**config.mk**
```make
export PLATFORM = sky130hd
export DESIGN_NAME = smau_ctrl
export DESIGN_NICKNAME = d
export VERILOG_FILES = /design/src/sv/square_matrix_arith_unit_core_defines.svh /design/src/sv/smau_pkg.sv /design/src/sv/smau_ctrl.sv
export SDC_FILE = /design/constraint.sdc
export NUM_CORES = 1
export LEC_CHECK = 0
export BUFFER_PORTS_ARGS = -buffer_cell sky130_fd_sc_hd__buf_2
export CORE_MARGIN = 2
export CORE_UTILIZATION = 45
export CTS_CLUSTER_SIZE = 40
export DETAILED_ROUTE_END_ITERATION = 8
export PLACE_DENSITY = 0.76
export SETUP_SLACK_MARGIN = 0.1
export SLEW_MARGIN = 20
export SYNTH_ARGS = -nofsm -noshare
export SYNTH_HDL_FRONTEND = slang
export SYNTH_SLANG_ARGS = --single-unit
export TNS_END_PERCENT = 20
```
**constraint.sdc**
```tcl
create_clock -name clk_i -period 2.24 [get_ports clk_i]
set_clock_uncertainty 0.15 [all_clocks]
set_input_delay 0.112 -clock clk_i [delete_from_list [all_inputs] [get_ports clk_i]]
set_output_delay 0.112 -clock clk_i [all_outputs]
set_load 0.05 [all_outputs]
```
**src/sv/square_matrix_arith_unit_core_defines.svh**
```systemverilog
// assertion macros for the square matrix arithmetic unit
// sampled on clk_i, disabled while rst_ni is low
`ifndef SQUARE_MATRIX_ARITH_UNIT_CORE_DEFINES_SVH
`define SQUARE_MATRIX_ARITH_UNIT_CORE_DEFINES_SVH

// same-cycle implication
`define SMAU_ASSERT_NOW(lbl, ant, cons, msg) \
  lbl: assert property (@(posedge clk_i) disable iff (!rst_ni) (ant) |-> (cons)) \
    else $error(msg);

// next-cycle implication
`define SMAU_ASSERT_NEXT(lbl, ant, cons, msg) \
  lbl: assert property (@(posedge clk_i) disable iff (!rst_ni) (ant) |=> (cons)) \
    else $error(msg);

`endif

```
**src/sv/smau_pkg.sv**
```systemverilog
// shared constants, codes, command struct and address helper
// for the square matrix arithmetic unit; no dependencies
`default_nettype none
package smau_pkg;

  localparam int MAX_DIM    = 8;
  localparam int DATA_W     = 32;
  localparam int ROW_W      = 3;
  localparam int CELLS      = MAX_DIM * MAX_DIM;
  localparam int ADDR_W     = $clog2(CELLS);
  localparam int DIM_W      = 4;
  localparam int OP_W       = 2;
  localparam int MODE_W     = 2;
  localparam int CFG_IDX_W  = 1;
  localparam int CFG_DATA_W = 4;

  localparam logic [DIM_W-1:0] DIM_RST = DIM_W'(3);

  localparam logic [MODE_W-1:0] MODE_WR_A    = 2'd0;
  localparam logic [MODE_W-1:0] MODE_WR_B    = 2'd1;
  localparam logic [MODE_W-1:0] MODE_COMPUTE = 2'd2;

  localparam logic [OP_W-1:0] OP_ADD = 2'd0;
  localparam logic [OP_W-1:0] OP_SUB = 2'd1;
  localparam logic [OP_W-1:0] OP_MUL = 2'd2;

  localparam logic [CFG_IDX_W-1:0] CFG_DIM = 1'd0;
  localparam logic [CFG_IDX_W-1:0] CFG_OP  = 1'd1;

  typedef struct packed {
    logic              wr_a;
    logic              wr_b;
    logic [ADDR_W-1:0] wr_addr;
    logic              rd_en;
    logic [ADDR_W-1:0] rd_a_addr;
    logic [ADDR_W-1:0] rd_b_addr;
    logic              exe;
    logic              mul;
    logic              sub;
    logic              acc;
    logic              acc_first;
  } smau_cmd_t;

  function automatic logic [ADDR_W-1:0] cell_addr(input logic [ROW_W-1:0] r,
                                                  input logic [ROW_W-1:0] c);
    return ADDR_W'(r) * ADDR_W'(MAX_DIM) + ADDR_W'(c);
  endfunction

endpackage
`default_nettype wire

```
**src/sv/smau_ctrl.sv**
```systemverilog
// controller: load decode, element and k counters, sequencing fsm
// depends on smau_pkg
`default_nettype none
module smau_ctrl import smau_pkg::*; (
  input  wire logic              clk_i,
  input  wire logic              rst_ni,
  input  wire logic              in_valid_i,
  output logic                   in_ready_o,
  input  wire logic [MODE_W-1:0] in_mode_i,
  input  wire logic [ROW_W-1:0]  in_row_i,
  input  wire logic [ROW_W-1:0]  in_col_i,
  input  wire logic [DIM_W-1:0]  dim_i,
  input  wire logic [OP_W-1:0]   op_i,
  output logic                   out_valid_o,
  input  wire logic              out_ready_i,
  output logic      [ROW_W-1:0]  out_row_o,
  output logic      [ROW_W-1:0]  out_col_o,
  output logic                   out_last_o,
  output smau_cmd_t              cmd_o
);

  typedef enum logic [4:0] {
    S_IDLE = 5'b00001,
    S_RD   = 5'b00010,
    S_EXE  = 5'b00100,
    S_ACC  = 5'b01000,
    S_EMIT = 5'b10000
  } state_e;

  state_e           state_q, state_d;
  logic [ROW_W-1:0] i_q, i_d, j_q, j_d, k_q, k_d;
  logic [ROW_W-1:0] n_last;
  logic             in_range, is_mul, last_elem;

  // effective dimension minus one
  always_comb begin
    if (dim_i == '0) begin
      n_last = '0;
    end else if (dim_i > DIM_W'(MAX_DIM)) begin
      n_last = ROW_W'(MAX_DIM - 1);
    end else begin
      n_last = ROW_W'(dim_i - DIM_W'(1));
    end
  end

  assign in_range  = (in_row_i <= n_last) && (in_col_i <= n_last);
  assign is_mul    = (op_i == OP_MUL);
  assign last_elem = (i_q == n_last) && (j_q == n_last);

  assign in_ready_o  = (state_q == S_IDLE);
  assign out_valid_o = (state_q == S_EMIT);
  assign out_row_o   = i_q;
  assign out_col_o   = j_q;
  assign out_last_o  = last_elem;

  always_comb begin
    state_d = state_q;
    i_d     = i_q;
    j_d     = j_q;
    k_d     = k_q;
    cmd_o   = '0;
    cmd_o.wr_addr   = cell_addr(in_row_i, in_col_i);
    cmd_o.rd_a_addr = is_mul ? cell_addr(i_q, k_q) : cell_addr(i_q, j_q);
    cmd_o.rd_b_addr = is_mul ? cell_addr(k_q, j_q) : cell_addr(i_q, j_q);
    cmd_o.mul       = is_mul;
    cmd_o.sub       = (op_i == OP_SUB);
    cmd_o.acc_first = (k_q == '0);
    case (state_q)
      S_IDLE: begin
        if (in_valid_i) begin
          cmd_o.wr_a = (in_mode_i == MODE_WR_A) && in_range;
          cmd_o.wr_b = (in_mode_i == MODE_WR_B) && in_range;
          if (in_mode_i == MODE_COMPUTE) begin
            i_d     = '0;
            j_d     = '0;
            k_d     = '0;
            state_d = S_RD;
          end
        end
      end
      S_RD: begin
        cmd_o.rd_en = 1'b1;
        state_d     = S_EXE;
      end
      S_EXE: begin
        cmd_o.exe = 1'b1;
        state_d   = is_mul ? S_ACC : S_EMIT;
      end
      S_ACC: begin
        cmd_o.acc = 1'b1;
        if (k_q == n_last) begin
          k_d     = '0;
          state_d = S_EMIT;
        end else begin
          k_d     = k_q + ROW_W'(1);
          state_d = S_RD;
        end
      end
      S_EMIT: begin
        if (out_ready_i) begin
          if (last_elem) begin
            state_d = S_IDLE;
          end else begin
            if (j_q == n_last) begin
              j_d = '0;
              i_d = i_q + ROW_W'(1);
            end else begin
              j_d = j_q + ROW_W'(1);
            end
            state_d = S_RD;
          end
        end
      end
      default: begin
        state_d = S_IDLE;
      end
    endcase
  end

  always_ff @(posedge clk_i or negedge rst_ni) begin
    if (!rst_ni) begin
      state_q <= S_IDLE;
      i_q     <= '0;
      j_q     <= '0;
      k_q     <= '0;
    end else begin
      state_q <= state_d;
      i_q     <= i_d;
      j_q     <= j_d;
      k_q     <= k_d;
    end
  end

endmodule
`default_nettype wire

```
======== Word level (Yosys, flattened, before mapping) ========
Cells that the tools add are included.
Widths: inputs -> output; s select.
storage, ports and cells
  output and inout port bits .............. 35
  word-level logic and storage cells ...... 73
  register bits after elaboration ......... 14
operators by class
  reduce and logical (&&, ||, !) cells .... 13
  equality and inequality tests ........... 17
  magnitude comparators ................... 3
  $add $sub $neg .......................... 8
  multiplexer cells ....................... 28
operators with widths
  cell                 count
  $mux 3               11
  $mux 5               5
  $pmux 5 s5           1
  $add 6x3->6          4
  $pmux 3 s2           3
  $mux 6               2
  $add 3x1->3 const B  3
  $eq 3x3->1           3
  $le 3x3->1           2
  $mux 2               3
  $ne 2x1->1 const B   3
  $reduce_and 3->1     2
  $reduce_and 6->1     1
  $eq 5x1->1 const B   1
  $eq 5x2->1 const B   1
  $eq 5x3->1 const B   1
  $eq 5x4->1 const B   1
  $eq 5x5->1 const B   1
  $reduce_and 5->1     1
  $eq 2x1->1 const B   2
  $eq 2x2->1 const B   2
  $gt 4x4->1 const B   1
  $logic_and 1x1->1    4
  $logic_not 4->1      1
  6 further kinds      10

======== Depth between registers and ports, before layout ========
Gate-level depths: netlist (run 1).
  word-level depth ........................ 8
  depth in mapped cells ................... 11

======== Least setup slack after synthesis (run 1) ========
No wires, ideal clock.
  kind .................................... register to register
  start point ............................. reg state_q[2]
  end point ............................... reg state_q[0]
  path buffers ............................ 0
  setup time .............................. 82 ps
  period minus slack after synthesis ...... 2,995 ps
  arrival ................................. 2,763 ps
  path slack .............................. -755 ps
  stages on the path, launching flop included .. 5
  cell sequence ........................... dfrtp_1 > or2_2 > nor4b_1 > o21a_1 > a21oi_1
on the way
  word-level cells in the longest chain between the ends .. 3
  elaborated cells on any way between the ends .. 10
ends and longest elaborated chain
  what                                                RTL line          source
  start: declaration                                  smau_ctrl.sv:30   state_e state_q, state_d;
  start signal: assignment                            smau_ctrl.sv:127  state_q <= state_d;
  $eq 5x5->1 or $eq 5x1->1 (tied branches)            smau_ctrl.sv:68   case (state_q)
  $ne 2x1->1 (no line) or $ne 2x2->1 (tied branches)  n/a
  $reduce_and 3->1 (no line)                          n/a
Parallel ways exist; a longest one is shown, timed or not.
A chain may end at the register's enable or synchronous reset.

==> impl_results.md, run 1 <==
* CTS tree: done
* DIE WIDTH at approximately 62 um
* Layout cells sized above 1 at 0.435
* Leak at ~1.1 nW
* Period utilization at 1.09
* Dpl hpwl at 3.15 mm
* Total GRT Usage at 0.217
* # IOs at 53
* First-pass GRT wire length at 6.94 mm
* Port bufs at 52
* Area Overhead vs Synth at 42.4%
* Crit-path max FO at 3
* Top_reg_cell synth: dfrtp_1
* Die Y-Extent at ~62 um
* Max-Cap Viols at 0
* Slew @ Worst Pin at 0.422 ns
* Pwr Density at 665 nW/um^2
* Tmin final at about 2.4 ns
* Sink Count at 14
* Worst Hold Margin at about 0.098 ns
* N_diodes at 0
* Area leader, netlist: dfrtp_1
* Starting Density at 0.464
* Finished layout cell area at 2170 um^2
* Seq/Total Area, Yosys at 0.231
* Max H-tree Level at 1
* Final Setup Violations at 7
* RSZ-0062 raised after global routing: true
* Status: finished, violations left
* Initial DRT Pass Iterations at 4
* Min-Delay Path Class: input port to async pin
* Gate Count Post-Synth at between 150 and 200
* Clock transition at the registers of the reported paths at about 0.09 ns
* Failing checks: setup timing
* Synth top cells by count: 19 x inv_1, 15 x nor2_1, 13 x buf_4, 13 x dfrtp_1, 13 x nand2_1
* Cts bufs inserted at 3
* Worst setup margin at -0.203 ns
* RePlAce Congestion at 0.858
* Rel. slew slack at 0.716
* Mean Syn Cell Area at around 7.8 um^2
* Final Hold Viols at 0
* Drt wl/cell at between 10 and 15 um
* Synthesized Nets at between 200 and 250
* Flop and latch count out of synthesis at 14
* Vias per std cell at around 5.5
* Kind of end point of the critical path: output port
* Layout filler cell count at ~270
* Vias in the first global route at ~1500
* Post-route ant nets at 0
* Fmax achieved at about 410 MHz
* Clk root buf: clkbuf_4
* Max rail drop VDD at 0.000370 V
* DP Area at around 2000 um^2
* Max Root-Sink Buffers at 2
* Crit path DAT at approximately 2.2 ns
* Vias at approximately 1700
* Worst path required time at ~2.0 ns
* Total Routed Length at 4.09 mm
* # DRC at 0
* Worst skew pair latency at roughly 0.28 ns
* Slew Limit Fails at 0
* Initial DRC Count at between 90 and 100
* Critical Path Source Type: flop
* # rows at 21
* Synth top area cells: dfrtp_1 21%, ha_1 9.0%, buf_4 6.4%
* Largest net degree at the start of global routing at 15
* Ys Warns at 0
* Top cell type's share of synthesized area at 0.213
* Most frequent cell after synthesis: inv_1
* Global route overflow at 0
* Critical path class: flop to output port
* Distinct cells, synth at 53
* Core area at about 3300 um^2
* Number of synthesized flops with an enable pin at 0
* Final net count at between 200 and 300
* Post-Syn Area at around 1500 um^2
* Post-synth ARST share at 1.00
* Total power at about 1.4 mW
* Initial antenna violation count at 0
* Total die area at 3870 um^2
worst paths after layout:
kind                       startpoint            to  slack [ns]  depth (start not counted)
min in group clk_i            op_i[1]    state_q[4]        0.11                          3
hold / removal                 rst_ni        k_q[2]         0.1                          2
max in group asynchronous      rst_ni    state_q[0]        1.55                          2
setup reg to reg           state_q[0]  out_row_o[0]       -0.15                          7
setup / recovery           state_q[0]     cmd_o[25]       -0.20                          5
hold reg to reg            state_q[4]    state_q[2]        0.45                          2
per-stage QoR:
stage,worst slack (ns),utilization,cells,TNS (ns)
2_1_floorplan,-0.0819,-,195,-0.169
3_3_place_gp,-0.325,0.608,298,-0.745
3_5_place_dp,-0.361,0.608,298,-0.862
4_1_cts,-0.203,0.658,306,-1.01
5_1_grt,-0.284,0.661,306,-1.67
6_report,-0.203,0.661,306,-0.940
state kept, by name, indices dropped and copies added, names as in the netlist:
| signal | count |
|---|---|
| k_q | 3 |
| out_col_o | 3 |
| out_row_o | 3 |
| state_q | 5 |
worst max-delay path, cell delays in order, from the launching register on:
cell	delay, ns
dfstp_2	0.53
or4b_4	0.46
or2_4	0.28
nor4_4	0.29
nor2b_4	0.18
buf_6	0.15
per-layer routing:
metal,vias to the layer above,share of wire,global-route usage
li1,830,-,-
met1,792,0.43,0.275
met2,56,0.50,0.385
met3,6,0.057,0.0453
met4,0,0.012,0.0417
met5,-,0,0
report_power, final:
part           internal (mW)  switching, mW
registers              0.292         0.0405
logic                  0.394          0.531
clock network         0.0990         0.0864
total                  0.784          0.658
cell usage in the layout, fill, tap and decap left out, types with 7 or more instances in the layout:
| cell | Yosys | layout |
|---|---|---|
| inv_1 | 19 | 16 |
| nor2_1 | 15 | 14 |
| buf_4 | 13 | 25 |
| ha_1 | 11 | 8 |
| nand2_1 | 13 | 13 |
| a31oi_1 | 8 | 7 |
| buf_2 | 1 | 46 |
| a21oi_1 | 10 | 9 |
| o21ai_0 | 10 | 8 |
| dfrtp_1 | 13 | 9 |
cells by family (layout without fill, tap and decap cells):
| kind of cell | Yosys count | count (layout) | synth area share |
|---|---|---|---|
| flip-flops | 14 | 14 | 0.231 |
| AND/OR/NAND/NOR | 74 | 74 | 0.282 |
| buffers and inverters | 39 | 104 | 0.129 |
| XOR/XNOR | 4 | 4 | 0.0230 |
| adder cells (fa/ha/maj) | 12 | 12 | 0.0969 |
| AO/OA/AOI/OAI | 51 | 51 | 0.232 |
| multiplexers | 1 | 1 | 0.00657 |
what timing repair did:
action	CTS	global route
buffers inserted	2	0
setup endpoints to repair	9	12
pin swaps	14	4
endpoints found under the hold margin	15	0
hold buffers	2	0
resized for setup	20	5
cell type report:
class / count / area [um^2] / share of cell area
clock buffers: 4 / 36.3 / 0.0167
inverters: 20 / 100 / 0.0461
multi-input cells: 142 / 1080 / 0.499
flip-flops and latches: 14 / 357 / 0.164
well taps: 46 / 57.6 / 0.0265
repair buffers: 80 / 537 / 0.247
(Power assumes the default switching activity.)
==> run 2, diff against run 1 <==
--- a/config.mk
+++ b/config.mk
@@ -10,8 +10,9 @@
 export CORE_UTILIZATION = 45
 export CTS_CLUSTER_SIZE = 40
 export DETAILED_ROUTE_END_ITERATION = 8
+export MAX_ROUTING_LAYER = met4
 export PLACE_DENSITY = 0.76
-export SETUP_SLACK_MARGIN = 0.1
+export SETUP_SLACK_MARGIN = 0.15
 export SLEW_MARGIN = 20
 export SYNTH_ARGS = -nofsm -noshare
 export SYNTH_HDL_FRONTEND = slang
==> run 2 against run 1 <==
  * Non-clock buffer count unchanged
  * Global-route usage grew 2.1 points
  * Routed wire length is essentially flat
  * First-iteration DRC count down 15%
  * Power hardly changed
  * Count of clock-buffer cells in the layout stayed put
  * Sequential share of layout area fell by 0.057 points
  * Final area grew 0.35%
  * The run still ends with setup timing left
==> impl_results.md, run 2 (synthesis results as in run 1) <==
* Status: finished, violations left
* Final net count at 290 (unchanged)
* Total Routed Length at 4.10 mm (about the same)
* Crit-path max FO at 2 (-1)
* Layout filler cell count at 277 (+1.8%)
* Port bufs at 52 (unchanged)
* Largest net degree at the start of global routing at 15 (unchanged)
* Vias per std cell at 5.45 (-0.95%)
* Leak at 1.07 nW (+0.23%)
* Initial DRC Count at 77 (-15%)
* Worst skew pair latency at 0.29 ns (about the same)
* Worst path required time at 1.98 ns (about the same)
* Share of power burned in registers at 0.230 (about the same)
* Crit path DAT at 2.20 ns (+0.02 ns)
* Pwr Density at 662 nW/um^2 (-0.32%)
* Fmax achieved at 405 MHz (-0.94%)
* N_diodes at 0 (unchanged)
* DP Area at 2000 um^2 (+0.25%)
* Global route overflow at 0 (unchanged)
* Max rail drop VDD at 0.000347 V (-6.1%)
* Die Y-Extent at 62.2 um (unchanged)
* Worst setup margin at -0.226 ns (-0.0232 ns)
* Total die area at 3870 um^2 (unchanged)
* Vias at 1668 (-0.95%)
* Net Sw Frac at 0.462 (+0.00570)
* Largest register FFs at 5 (unchanged)
* Final Setup Violations at 7 (unchanged)
* Critical path class: flop to output port
* # rows at 21 (unchanged)
* Rel. slew slack at 0.718 (+0.00205)
* Drt wl/cell at 13.4 um (about the same)
* # IOs at 53 (unchanged)
* Total GRT Usage at 0.238 (+0.0207)
* Kind of end point of the critical path: output port
* Slew @ Worst Pin at 0.421 ns (-0.00114 ns)
* Pint at 0.776 mW (-1.0%)
* Finished layout cell area at 2180 um^2 (+0.35%)
* First-pass GRT wire length at 7.30 mm (+5.2%)
* Clk root buf: clkbuf_4
* Critical Path Source Type: flop
* Max Root-Sink Buffers at 2 (unchanged)
* Area Overhead vs Synth at 42.9%
* Clock transition at the registers of the reported paths at 0.10 ns (about the same)
* Max H-tree Level at 1 (unchanged)
* Net switching power at 0.666 mW (+1.3%)
* Clock share of power at 0.136 (+0.007)
* Logic pwr share at 0.634 (-0.007)
* Initial antenna violation count at 0 (unchanged)
* Commonest non-fill, non-tap cell in the layout: buf_2
* Min-Delay Path Class: input port to async pin
* Most frequent cells in the layout: 46 x buf_2, 25 x buf_4, 17 x inv_1
* Period utilization at 1.10 (+0.0104)
* Reg with most FFs: state_q
* RePlAce Congestion at 0.893 (+4.1%)
* Slew Limit Fails at 0 (unchanged)
* Total power at 1.44 mW (about the same)
* Core area at 3280 um^2 (unchanged)
* Post-route ant nets at 0 (unchanged)
* Max-Cap Viols at 0 (unchanged)
* Initial DRT Pass Iterations at 4 (unchanged)
* Starting Density at 0.464 (unchanged)
* RSZ-0062 raised after global routing: true
* Dpl hpwl at 3.11 mm (-1.1%)
* DIE WIDTH at 62.2 um (unchanged)
* # DRC at 0 (unchanged)
* Final Hold Viols at 0 (unchanged)
* Failing checks: setup timing
* Sink Count at 14 (unchanged)
* Dpl ws at -0.497 ns (-0.136 ns)
* Cts bufs inserted at 3 (unchanged)
* CTS tree: done
* Vias in the first global route at 1585 (+3.1%)
* Post-layout util at 0.663 (+0.00229)
* Tmin final at 2.47 ns (+0.0232 ns)
* Layout cells sized above 1 at 0.438 (+0.00385)
run 2: per-layer routing:
metal  vias to the layer above  routed length [um]  GRT usage
met3                         8                 162     0.0525
met5                         -                   0          -
met2                        38                2000      0.383
li1                        839                   -          -
met4                         0                  71     0.0806
met1                       783                1860      0.298
run 2: power groups by stage:
stage / combinational (mW) / clock, mW / sequential (mW)
6_report: 0.915 / 0.196 / 0.332
5_1_grt: 0.981 / 0.216 / 0.341
4_1_cts: 0.899 / 0.196 / 0.333
3_5_place_dp: 0.817 / 0 / 0.338
3_3_place_gp: 0.812 / 0 / 0.336
2_1_floorplan: 0.550 / 0 / 0.367
run 2: final timing paths:
kind	endpoint	from	cells past startpoint	slack [ns]
worst max-delay path	cmd_o[25]	state_q[0]	5	-0.23
worst min-delay path	out_col_o[1]	rst_ni	2	0.08
worst max register to register	out_row_o[0]	state_q[0]	7	-0.12
worst min register to register	state_q[2]	state_q[4]	2	0.45
max in group asynchronous	state_q[0]	rst_ni	2	1.57
min in group clk_i	state_q[4]	op_i[1]	3	0.12
run 2: worst max-delay path, cell delays in order (launching register included):
cell and delay, ns:
dfstp_2 0.53, or4b_4 0.46, or2_4 0.27, nor4_4 0.31
nor2b_4 0.19, buf_6 0.15
run 2: final cells by class:
class	count	area, um^2	area share
Tap cell	46	57.6	0.0264
Timing Repair Buffer	80	537	0.247
Multi-Input combinational cell	142	1090	0.501
Clock buffer	4	36.3	0.0167
Sequential cell	14	357	0.164
Inverter	20	100	0.0460
run 2: metrics by stage:
step	cells	TNS (ns)	hold slack [ns]
CTS	305	-0.854	0.00304
detailed placement	298	-1.06	-0.116
global placement	298	-0.643	-0.123
global route	306	-1.38	0.0979
finish	306	-0.845	0.0812
floorplan	195	-0.169	-0.334
run 2: repair_timing:
item	CTS	global route
pin swaps	9	4
gates resized for setup	23	4
setup buffers	2	0
endpoints found under the hold margin	14	1
setup endpoints to repair	10	16
hold buffers	1	1
